$ cat src/tccw_pkg.sv
// Shared constants and types for the text console character writer.
// No dependencies.
`timescale 1ns / 1ps

package tccw_pkg;

  localparam int ROW_WIDTH = 80;

  localparam int COL_W   = 7;
  localparam int ROW_W   = 8;
  localparam int IDX_W   = 15;
  localparam int NUM_W   = 32;
  localparam int CHAR_W  = 8;
  localparam int DIGIT_W = 4;
  localparam int MAX_DIGITS = 10;
  localparam int DCNT_W  = 4;

  localparam logic [7:0] ATTR_WHITE_ON_BLACK = 8'h0F;
  localparam logic [7:0] ASCII_ZERO          = 8'd48;
  localparam logic [7:0] ROW_LAST            = 8'hFF;

  // floor(n / 10) == (n * RECIP10) >> RECIP10_SHIFT for all 32-bit n
  localparam logic [NUM_W-1:0] RECIP10       = 32'hCCCC_CCCD;
  localparam int               RECIP10_SHIFT = 35;

  localparam logic OP_CHAR   = 1'b0;
  localparam logic OP_NUMBER = 1'b1;

  typedef struct packed {
    logic [NUM_W-1:0]   quot;
    logic [DIGIT_W-1:0] rem;
  } div_res_t;

endpackage

$ cat src/tccw_div10.sv
// Divide-by-ten unit: registered reciprocal multiply, then quotient and remainder.
// Depends on tccw_pkg.
`timescale 1ns / 1ps

module tccw_div10 (
  input  logic                          clk,
  input  logic                          load,
  input  logic [tccw_pkg::NUM_W-1:0]    dividend,
  output tccw_pkg::div_res_t            res
);

  logic [2*tccw_pkg::NUM_W-1:0] prod_r;
  logic [tccw_pkg::NUM_W-1:0]   dvd_r;
  logic [tccw_pkg::NUM_W-1:0]   quot;
  logic [tccw_pkg::NUM_W-1:0]   diff;

  always_ff @(posedge clk) begin
    if (load) begin
      prod_r <= dividend * tccw_pkg::RECIP10;
      dvd_r  <= dividend;
    end
  end

  assign quot = tccw_pkg::NUM_W'(prod_r >> tccw_pkg::RECIP10_SHIFT);
  // quot * 10 as two shifts
  assign diff = dvd_r - ((quot << 3) + (quot << 1));

  assign res.quot = quot;
  assign res.rem  = diff[tccw_pkg::DIGIT_W-1:0];

endmodule

$ cat src/text_console_char_writer.sv
// Top level of the text console character writer: sequencer, digit store, cursor.
// Depends on tccw_pkg and tccw_div10.
`timescale 1ns / 1ps
//
// Input stream (in_*): one word is either a character (in_tuser = 0) or an
// unsigned 32-bit number printed in decimal (in_tuser = 1). in_tready is high
// only while the sequencer is idle; an item is taken when in_tvalid and
// in_tready are both high.
// Output stream (out_*): one word per printed character, carrying the cell
// address, the cell word (white on black) and the cursor location after the
// advance. out_tlast marks the final word of an item.
// Flow: a character goes from S_IDLE to S_EMIT, which loads it into the output
// register once that register is free. A number of D digits passes through the
// single divide-by-ten unit once per digit (S_MUL: one registered multiply by
// the reciprocal; S_DIV: the correction that stores the remainder digit), then
// emits one word per cycle while the output does not stall.
// The output register holds a word until out_tready; while it stalls the
// sequencer waits and the cursor does not move. A new item can be taken
// while the last word of the previous one is still waiting.
// Reset (rst_n low, synchronous) puts the cursor at cell 0 and drops
// out_tvalid.

module text_console_char_writer (
  input  logic        clk,
  input  logic        rst_n,
  input  logic        in_tvalid,
  output logic        in_tready,
  input  logic [39:0] in_tdata,   // char_code[7:0], number[39:8]
  input  logic        in_tuser,   // opcode
  output logic        out_tvalid,
  input  logic        out_tready,
  output logic [47:0] out_tdata,  // cell_address[14:0], cell_data[30:15],
                                  // cursor_location[45:31], zero pad[47:46]
  output logic        out_tlast
);

  typedef enum logic [1:0] {S_IDLE, S_MUL, S_DIV, S_EMIT} state_t;

  state_t state_r;

  logic [tccw_pkg::COL_W-1:0]   col_r;
  logic [tccw_pkg::ROW_W-1:0]   row_r;
  logic [tccw_pkg::IDX_W-1:0]   idx_r;
  logic [tccw_pkg::IDX_W-1:0]   idx_nxt;
  logic [tccw_pkg::COL_W-1:0]   col_nxt;
  logic [tccw_pkg::ROW_W-1:0]   row_nxt;

  logic                         chr_r;
  logic [tccw_pkg::CHAR_W-1:0]  char_r;
  logic [tccw_pkg::NUM_W-1:0]   num_r;
  logic [tccw_pkg::DCNT_W-1:0]  dcnt_r;
  logic [tccw_pkg::DIGIT_W-1:0] digits_r [tccw_pkg::MAX_DIGITS];

  logic                         out_tvalid_r;
  logic [tccw_pkg::IDX_W-1:0]   out_addr_r;
  logic [15:0]                  out_data_r;
  logic [tccw_pkg::IDX_W-1:0]   out_cur_r;
  logic                         out_last_r;

  tccw_pkg::div_res_t           div_res;
  logic                         in_fire;
  logic                         out_load;
  logic                         is_last;
  logic                         col_wrap;
  logic [tccw_pkg::DCNT_W-1:0]  rd_idx;
  logic [tccw_pkg::CHAR_W-1:0]  emit_code;

  tccw_div10 u_div10 (
    .clk      (clk),
    .load     (state_r == S_MUL),
    .dividend (num_r),
    .res      (div_res)
  );

  assign in_tready = (state_r == S_IDLE);
  assign in_fire   = in_tvalid && in_tready;
  assign out_load  = (state_r == S_EMIT) && (!out_tvalid_r || out_tready);

  assign rd_idx    = dcnt_r - tccw_pkg::DCNT_W'(1);
  assign is_last   = chr_r || (dcnt_r == tccw_pkg::DCNT_W'(1));
  assign emit_code = chr_r ? char_r
                           : (tccw_pkg::ASCII_ZERO | {4'b0, digits_r[rd_idx]});

  // cursor advance
  assign col_wrap = ({1'b0, col_r} + 8'd1) >= 8'(tccw_pkg::ROW_WIDTH);
  always_comb begin
    col_nxt = col_r + tccw_pkg::COL_W'(1);
    row_nxt = row_r;
    idx_nxt = idx_r + tccw_pkg::IDX_W'(1);
    if (col_wrap) begin
      col_nxt = '0;
      row_nxt = row_r + tccw_pkg::ROW_W'(1);
      if (row_r == tccw_pkg::ROW_LAST) begin
        idx_nxt = '0;
      end
    end
  end

  always_ff @(posedge clk) begin
    if (!rst_n) begin
      state_r      <= S_IDLE;
      col_r        <= '0;
      row_r        <= '0;
      idx_r        <= '0;
      out_tvalid_r <= 1'b0;
      dcnt_r       <= '0;
      chr_r        <= 1'b0;
    end else begin
      if (out_tvalid_r && out_tready && !out_load) begin
        out_tvalid_r <= 1'b0;
      end
      case (state_r)
        S_IDLE: begin
          if (in_fire) begin
            char_r <= in_tdata[7:0];
            num_r  <= in_tdata[39:8];
            dcnt_r <= '0;
            if (in_tuser == tccw_pkg::OP_CHAR) begin
              chr_r   <= 1'b1;
              state_r <= S_EMIT;
            end else begin
              chr_r   <= 1'b0;
              state_r <= S_MUL;
            end
          end
        end
        S_MUL: begin
          state_r <= S_DIV;
        end
        S_DIV: begin
          digits_r[dcnt_r] <= div_res.rem;
          dcnt_r           <= dcnt_r + tccw_pkg::DCNT_W'(1);
          num_r            <= div_res.quot;
          if (div_res.quot == '0) begin
            state_r <= S_EMIT;
          end else begin
            state_r <= S_MUL;
          end
        end
        S_EMIT: begin
          if (out_load) begin
            out_tvalid_r <= 1'b1;
            out_addr_r   <= idx_r;
            out_data_r   <= {tccw_pkg::ATTR_WHITE_ON_BLACK, emit_code};
            out_cur_r    <= idx_nxt;
            out_last_r   <= is_last;
            col_r        <= col_nxt;
            row_r        <= row_nxt;
            idx_r        <= idx_nxt;
            dcnt_r       <= rd_idx;
            if (is_last) begin
              state_r <= S_IDLE;
            end
          end
        end
        default: begin
          state_r <= S_IDLE;
        end
      endcase
    end
  end

  assign out_tvalid = out_tvalid_r;
  assign out_tdata  = {2'b00, out_cur_r, out_data_r, out_addr_r};
  assign out_tlast  = out_last_r;

endmodule

$ cat config.mk
export PLATFORM = sky130hd
export DESIGN_NAME = text_console_char_writer
export DESIGN_NICKNAME = d
export VERILOG_FILES = /design/src/tccw_pkg.sv /design/src/tccw_div10.sv /design/src/text_console_char_writer.sv
export SDC_FILE = /design/constraint.sdc
export NUM_CORES = 1
export LEC_CHECK = 0
export BUFFER_PORTS_ARGS = -buffer_cell sky130_fd_sc_hd__buf_2
export CAP_MARGIN = 40
export CORE_ASPECT_RATIO = 1.4
export CORE_MARGIN = 4
export CORE_UTILIZATION = 30
export CTS_CLUSTER_DIAMETER = 80
export DETAILED_ROUTE_END_ITERATION = 8
export GPL_TIMING_DRIVEN = 1
export PLACE_DENSITY = 0.44
export SLEW_MARGIN = 20
export SYNTH_ARGS = -nofsm -noshare
export SYNTH_HDL_FRONTEND = slang
export SYNTH_HIERARCHICAL = 1
export SYNTH_SLANG_ARGS = --single-unit
$ cat constraint.sdc
create_clock -name clk -period 14.28 [get_ports clk]
set_clock_uncertainty 0.05 [all_clocks]
set_input_delay 0.714 -clock clk [delete_from_list [all_inputs] [get_ports clk]]
set_output_delay 0.714 -clock clk [all_outputs]
set_load 0.05 [all_outputs]
==> results of run 1 <==
-- flip-flops by register name (all words and copies together) (netlist names) --
signal	cells
state_r	2
num_r	32
row_r	8
idx_r	15
out_cur_r	15
out_addr_r	15
chr_r	1
u_div10/dvd_r	2
char_r	8
dcnt_r	4
digits_r	40
u_div10/prod_r	31
out_tvalid	1
out_data_r	8
col_r	7
out_tlast	1
-- final cells by class --
class                           instances  area [um^2]
Timing Repair Buffer                  102        571.8
Fill cell                            8531        55540
Tap cell                             1079         1350
Clock inverter                         15        196.4
Sequential cell                       190         5325
Inverter                              564         2117
Multi-Input combinational cell       1571        17360
Clock buffer                           17        425.4
-- synth_stat cells, drive strengths merged (3+ instances only) --
master / n / share of area
nor2b: 9 / 0.0022
nand4: 24 / 0.0066
o22ai: 3 / 0.00075
buf: 22 / 0.0057
conb: 3 / 0.00045
o21bai: 9 / 0.0027
and2: 17 / 0.0042
a31oi: 12 / 0.0030
nor3: 19 / 0.0044
a221o: 4 / 0.0016
and4: 6 / 0.0021
ha: 359 / 0.18
xnor2: 50 / 0.017
o311a: 3 / 0.0012
inv: 564 / 0.085
nand2: 185 / 0.028
or4: 3 / 0.00090
a211o: 3 / 0.0010
or2: 3 / 0.00075
and3: 9 / 0.0022
a22o: 5 / 0.0017
a211oi: 5 / 0.0019
a21oi: 82 / 0.017
nand3b: 5 / 0.0015
or3: 6 / 0.0015
xor2: 57 / 0.020
nor4: 16 / 0.0048
o41ai: 3 / 0.0018
mux4: 8 / 0.0072
edfxtp: 152 / 0.18
a21boi: 3 / 0.00090
clkbuf: 37 / 0.0055
nand4b: 4 / 0.0014
mux2i: 10 / 0.0040
a21o: 38 / 0.011
o211ai: 9 / 0.0027
o21ai: 45 / 0.0091
nand3: 30 / 0.0060
dfxtp: 38 / 0.030
fa: 386 / 0.31
nor2: 74 / 0.011
nand2b: 9 / 0.0022
o21a: 16 / 0.0048
-- worst register-to-register path: cells and delay by family, from the launching register on --
kind / cells / cell delay, ns
adder cells (fa/ha/maj): 9 / 4.59
AO/OA/AOI/OAI: 6 / 1.37
AND/OR/NAND/NOR: 2 / 0.80
flip-flops: 1 / 0.65
buffers and inverters: 4 / 0.42
-- per-layer routing --
layer	GRT usage	routed length, um
met5	0	0
met4	0.06984	3475
met3	0.02282	1938
met2	0.3589	44750
met1	0.2091	30880
-- worst max-delay path by stage --
stage              start                 end  slack (ns)  depth (start not counted)
2_1_floorplan  num_r[20]  u_div10/prod_r[62]        7.37                         23
3_3_place_gp   num_r[16]  u_div10/prod_r[62]        6.12                         21
3_5_place_dp   num_r[11]  u_div10/prod_r[62]        6.13                         21
4_1_cts        num_r[11]  u_div10/prod_r[62]        6.11                         21
5_1_grt        num_r[17]  u_div10/prod_r[49]        5.93                         21
6_report       num_r[11]  u_div10/prod_r[62]        6.16                         21
-- per-stage QoR --
step,instances,worst slack [ns],util,hold WS (ns),area [um^2]
floorplan,2384,7.366,-,0.3564,25070
global placement,3499,6.119,0.3215,0.4203,26650
detailed placement,3503,6.128,0.3222,0.4352,26710
CTS,3535,6.109,0.3297,0.3249,27330
global route,3538,5.928,0.3299,0.3275,27350
finish,3538,6.162,0.3299,0.3605,27350
-- cell families after synthesis --
family / after synthesis / share of synthesized area
flops: 190 / 0.2128
fa+ha+maj: 745 / 0.4882
xor+xnor: 107 / 0.03744
buf+inv: 623 / 0.09588
mux: 19 / 0.01165
other cells: 3 / 0.0004499
compound gates: 264 / 0.07209
simple gates: 423 / 0.08153
==> flow_summary_export.csv, run 1 <==
group,metric,value,unit
clock_tree,cts_h_tree_depth,4,
global_routing,first_global_vias,18850,
global_routing,grt_overflow,0,
clock_tree,tritoncts.num_buffers,17,
worst_setup_path,slowest_delay,0.65,ns
placement,io_buffer_count,85,
clock_tree,clk-insertion-delay-late,0.49,ns
routing,detail-route-antenna-nets,0,
worst_setup_path,regToRegSetupSlack,6.16,ns
yosys,synth_cell_types,80,
clock_tree,post_cts_buffers,0,
clock_tree,clock_sinks,190,
job,max-cap-violations,0,
worst_setup_path,timing.reg2reg.worst_path_depth,21,
worst_setup_path,critical_path.n_buffers_inverters,4,
min_path,worstHoldStart,"in_tdata[3]",
worst_setup_path,worst_path_max_delay_cell,"sky130_fd_sc_hd__edfxtp_1",
sta,report.final.slew_viol_count,0,
routing,routed_via_density,4.737,
min_path,hold_class,"input port to flop",
worst_setup_path,timing.rr.end,"u_div10/prod_r[62]",
finish,final_net_count,3236,
worst_setup_path,worst_setup_path_end_kind,"flop",
global_routing,grt_max_degree,41,
routing,detail_route.wl_per_cell,22.91,um
sta,finalSetupViolations,0,
floorplanning,floorplan.die.width,252.1,um
worst_setup_path,setup.worst_path.class,"flop to flop",
placement,gp_congestion,0.9593,
worst_setup_path,critical_path.max_fanout,6,
yosys,synth_area,25030,um^2
yosys,synth_cells,2374,
worst_setup_path,critical_path_required,14.48,ns
floorplanning,floorplan.die_area,88180,um^2
clock_tree,max-clock-path-buffers,2,
sta,max_slew_margin,0.4188,
global_routing,grt_first_pass_wirelength,121.2,mm
sta,hold_viol,0,
yosys,number_of_storage_elements_in_the_synthesis_netlist,190,
floorplanning,design.core.area,82890,um^2
worst_setup_path,r2r-start,"num_r[11]",
sta,post-route-period-util,0.5685,
sta,grt_setup_unrepaired,"false",
worst_setup_path,critical_path.most_common_cell,"sky130_fd_sc_hd__fa_1",
floorplanning,initial_utilization,0.3019,
finish,final_cell_mix,"sky130_fd_sc_hd__inv_1 (564), sky130_fd_sc_hd__fa_1 (386), sky130_fd_sc_hd__ha_1 (359), sky130_fd_sc_hd__nand2_1 (185), sky130_fd_sc_hd__edfxtp_1 (152)",
worst_setup_path,crit_arrival,8.32,ns
sta,setup_tns,0,ns
yosys,synth_edf_count,152,
routing,detailedRoute.firstPassIterationCount,6,
routing,remaining_drc_errors,0,
finish,antennaDiodeCount,0,
global_routing,antenna_found_initial,0,
sta,layout_min_cycle_time,8.118,ns
min_path,hold_end,"char_r[3]",
clock_tree,clk_root_buffer_cell,"sky130_fd_sc_hd__clkbuf_16",
clock_tree,path_clk_slew,0.10,ns
global_routing,globalRouteTotalUtil,0.1867,
yosys,syn_avg_cell_area,10.54,um^2
sta,achievable-frequency,123.2,MHz
floorplanning,boundaryPins,96,
floorplanning,placement_rows,125,
worst_setup_path,cp_cell_sequence,"ha_1 -> inv_1 -> fa_1 -> inv_1 -> fa_1 -> inv_1 -> fa_1 -> inv_1 -> fa_1 -> fa_1 -> fa_1 -> fa_1 -> ha_1 -> a21oi_1 -> o21ai_0 -> and4_1 -> o21a_1 -> nor4_2 -> a211oi_2 -> o211a_1 -> a311o_1",
worst_setup_path,cell_class_contributing_the_biggest_share_of_worst_path_delay,"adder cells",
routing,route.final.wire_length,81.05,mm
yosys,yosysWarningCount,6,
sta,pin_slew_with_the_least_headroom_to_its_limit,0.8639,ns
min_path,number_of_cells_traversed_by_the_worst_hold_path,1,
floorplanning,fp.dieH,349.8,um
clock_tree,cts.repair.resized,0,
yosys,synth-async-reset-ratio,0,
finish,final_layout_size_suffix_gt1_frac,0.07035,
routing,initial_drt_markers,769,
finish,layout_commonest_cell,"sky130_fd_sc_hd__inv_1",
finish,areaGrowthSynthToFinish,9.268,%
yosys,ys_seq_area_frac,0.2128,
yosys,synth_ff_type,"sky130_fd_sc_hd__edfxtp_1",
clock_tree,cts-hold-fix-buffers,0,
routing,detailroute.via_count,16760,
worst_setup_path,critical_path.startpoint_type,"flop",
run_status,run_status,"finished, final reports clean",
placement,place_hpwl,71.15,mm
clock_tree,cts_tree,"built",
Power of run 1 is not shown: default switching activity piles up to over one toggle a cycle in this logic, so the estimate is an artifact.
==> run 2: changes to the inputs <==
==> constraint.sdc (replaced) <==
create_clock -name clk -period 8 [get_ports clk]
set_clock_uncertainty 0.05 [all_clocks]
set_input_delay 0.4 -clock clk [delete_from_list [all_inputs] [get_ports clk]]
set_output_delay 0.4 -clock clk [all_outputs]
set_load 0.05 [all_outputs]
==> run 2 against run 1 <==
Setup slack lost 5.9 ns. Utilization grew 0.59 points. Fmax grew 5.2%. First-iteration DRC count grew 11%.
==> flow_summary_export.csv, run 2 (synthesized netlist as in run 1, its figures left out) <==
group,metric,value,unit
routing,detailroute.via_count,17190,
worst_setup_path,critical_path_required,8.17,ns
routing,remaining_drc_errors,0,
global_routing,grt_max_degree,41,
global_routing,grt_first_pass_wirelength,121.9,mm
routing,initial_drt_markers,852,
worst_setup_path,setup.worst_path.class,"flop to flop",
placement,io_buffer_count,85,
worst_setup_path,worst_setup_path_end_kind,"flop",
run_status,run_status,"finished, final reports clean",
global_routing,globalRouteTotalUtil,0.1883,
sta,achievable-frequency,129.6,MHz
sta,grt_setup_unrepaired,"false",
routing,routed_via_density,4.777,
routing,detailedRoute.firstPassIterationCount,6,
global_routing,antenna_found_initial,0,
finish,final_cells,3598,
global_routing,grt_overflow,0,
clock_tree,cts_h_tree_depth,4,
clock_tree,cts-hold-fix-buffers,0,
worst_setup_path,regToRegSetupSlack,0.28,ns
sta,setup_tns,0,ns
clock_tree,clk_root_buffer_cell,"sky130_fd_sc_hd__clkbuf_16",
sta,hold_viol,0,
worst_setup_path,critical_path.startpoint_type,"flop",
sta,max_slew_margin,0.4403,
job,max-cap-violations,0,
clock_tree,path_clk_slew,0.12,ns
sta,layout_min_cycle_time,7.716,ns
finish,top_register_by_number_of_flip_flops,"digits_r",
finish,final_layout_size_suffix_gt1_frac,0.09571,
finish,largest_register_ff_count,40,
sta,post-route-period-util,0.9645,
placement,place_hpwl,73.07,mm
floorplanning,design.core.area,82890,um^2
routing,detail_route.wl_per_cell,22.82,um
min_path,hold_class,"input port to flop",
clock_tree,max-clock-path-buffers,2,
finish,final_net_count,3295,
global_routing,first_global_vias,19170,
floorplanning,initial_utilization,0.3019,
worst_setup_path,crit_arrival,7.89,ns
sta,finalSetupViolations,0,
finish,layout_commonest_cell,"sky130_fd_sc_hd__inv_1",
clock_tree,clock_sinks,190,
placement,gp_congestion,0.9390,
worst_setup_path,critical_path.max_fanout,7,
clock_tree,clk-insertion-delay-late,0.51,ns
floorplanning,placement_rows,125,
sta,pin_slew_with_the_least_headroom_to_its_limit,0.8320,ns
clock_tree,cts_tree,"built",
floorplanning,floorplan.die.width,252.1,um
finish,reg.largest.list,"digits_r x40, num_r x32, u_div10/prod_r x31",
sta,report.final.slew_viol_count,0,
finish,areaGrowthSynthToFinish,11.21,%
floorplanning,boundaryPins,96,
clock_tree,tritoncts.num_buffers,17,
finish,final_cell_mix,"sky130_fd_sc_hd__inv_1 (564), sky130_fd_sc_hd__fa_1 (386), sky130_fd_sc_hd__ha_1 (350), sky130_fd_sc_hd__nand2_1 (185), sky130_fd_sc_hd__edfxtp_1 (152)",
routing,route.final.wire_length,82.11,mm
routing,detail-route-antenna-nets,0,
floorplanning,floorplan.die_area,88180,um^2
placement,instance_count_after_placement_with_tap_cells_included,3555,
floorplanning,fp.dieH,349.8,um
-- run 2: changes by cell type in the layout (fill, tap and decap cells not counted), moves of 2 or more --
cell,delta
sky130_fd_sc_hd__clkinv_4,-3
sky130_fd_sc_hd__ha_1,-9
sky130_fd_sc_hd__ha_2,+9
sky130_fd_sc_hd__clkbuf_2,-2
sky130_fd_sc_hd__clkinv_8,-2
sky130_fd_sc_hd__inv_6,+3
sky130_fd_sc_hd__buf_4,+58
-- run 2: cell type report --
cell class / count / area [um^2]
Multi-Input combinational cell: 1571 / 17390
Tap cell: 1079 / 1350
Timing Repair Buffer: 161 / 1032
Clock buffer: 17 / 425.4
Clock inverter: 15 / 190.2
Antenna cell: 1 / 2.502
Sequential cell: 190 / 5325
Fill cell: 8540 / 55060
Inverter: 564 / 2117
-- run 2: per-stage QoR --
step / hold WS (ns) / setup slack, ns / instance area [um^2] / util
floorplan: 0.3564 / 1.086 / 25070 / -
global placement: 0.4209 / 0.1412 / 27030 / 0.3261
detailed placement: 0.4356 / 0.09869 / 27110 / 0.3271
CTS: 0.005342 / 0.009299 / 27730 / 0.3345
global route: 0.01599 / 0.03720 / 27830 / 0.3358
finish: 0.05223 / 0.2836 / 27840 / 0.3358
-- run 2: worst paths after layout --
kind,cells past startpoint,startpoint,end
hold reg to reg,2,col_r[1],col_r[1]
setup / recovery,23,num_r[1],u_div10/prod_r[62]
hold / removal,1,in_tdata[0],char_r[0]
setup reg to reg,23,num_r[1],u_div10/prod_r[62]
-- run 2: layer usage --
metal / part of all wire / GRT usage / vias up
li1: - / - / 7877
met1: 0.37 / 0.2074 / 8811
met2: 0.54 / 0.3572 / 366
met3: 0.029 / 0.02357 / 135
met4: 0.054 / 0.08752 / 0
met5: 0 / 0 / -
-- run 2: critical path, stage by stage (launching register included) --
cell and delay [ns]:
sky130_fd_sc_hd__edfxtp_1 0.45, sky130_fd_sc_hd__buf_4 0.23, sky130_fd_sc_hd__ha_1 0.27, sky130_fd_sc_hd__xor2_1 0.24, sky130_fd_sc_hd__ha_1 0.25, sky130_fd_sc_hd__or2_2 0.37, sky130_fd_sc_hd__fa_1 0.60, sky130_fd_sc_hd__fa_1 0.46
sky130_fd_sc_hd__fa_1 0.53, sky130_fd_sc_hd__fa_1 0.43, sky130_fd_sc_hd__fa_1 0.54, sky130_fd_sc_hd__inv_1 0.06, sky130_fd_sc_hd__fa_1 0.52, sky130_fd_sc_hd__inv_1 0.05, sky130_fd_sc_hd__ha_1 0.36, sky130_fd_sc_hd__nand4_4 0.16
sky130_fd_sc_hd__nor4_4 0.36, sky130_fd_sc_hd__o211ai_1 0.18, sky130_fd_sc_hd__a311oi_2 0.31, sky130_fd_sc_hd__nor4_2 0.08, sky130_fd_sc_hd__buf_4 0.17, sky130_fd_sc_hd__a211oi_4 0.31, sky130_fd_sc_hd__nor2_1 0.11, sky130_fd_sc_hd__a311o_1 0.35
-- run 2: what timing repair did --
item | 4_1_cts | 5_1_grt
setup endpoints to repair | 0 | 10
gates resized for setup | 0 | 10
buffers inserted | 0 | 8
Power of run 2 is left out for the same reason.
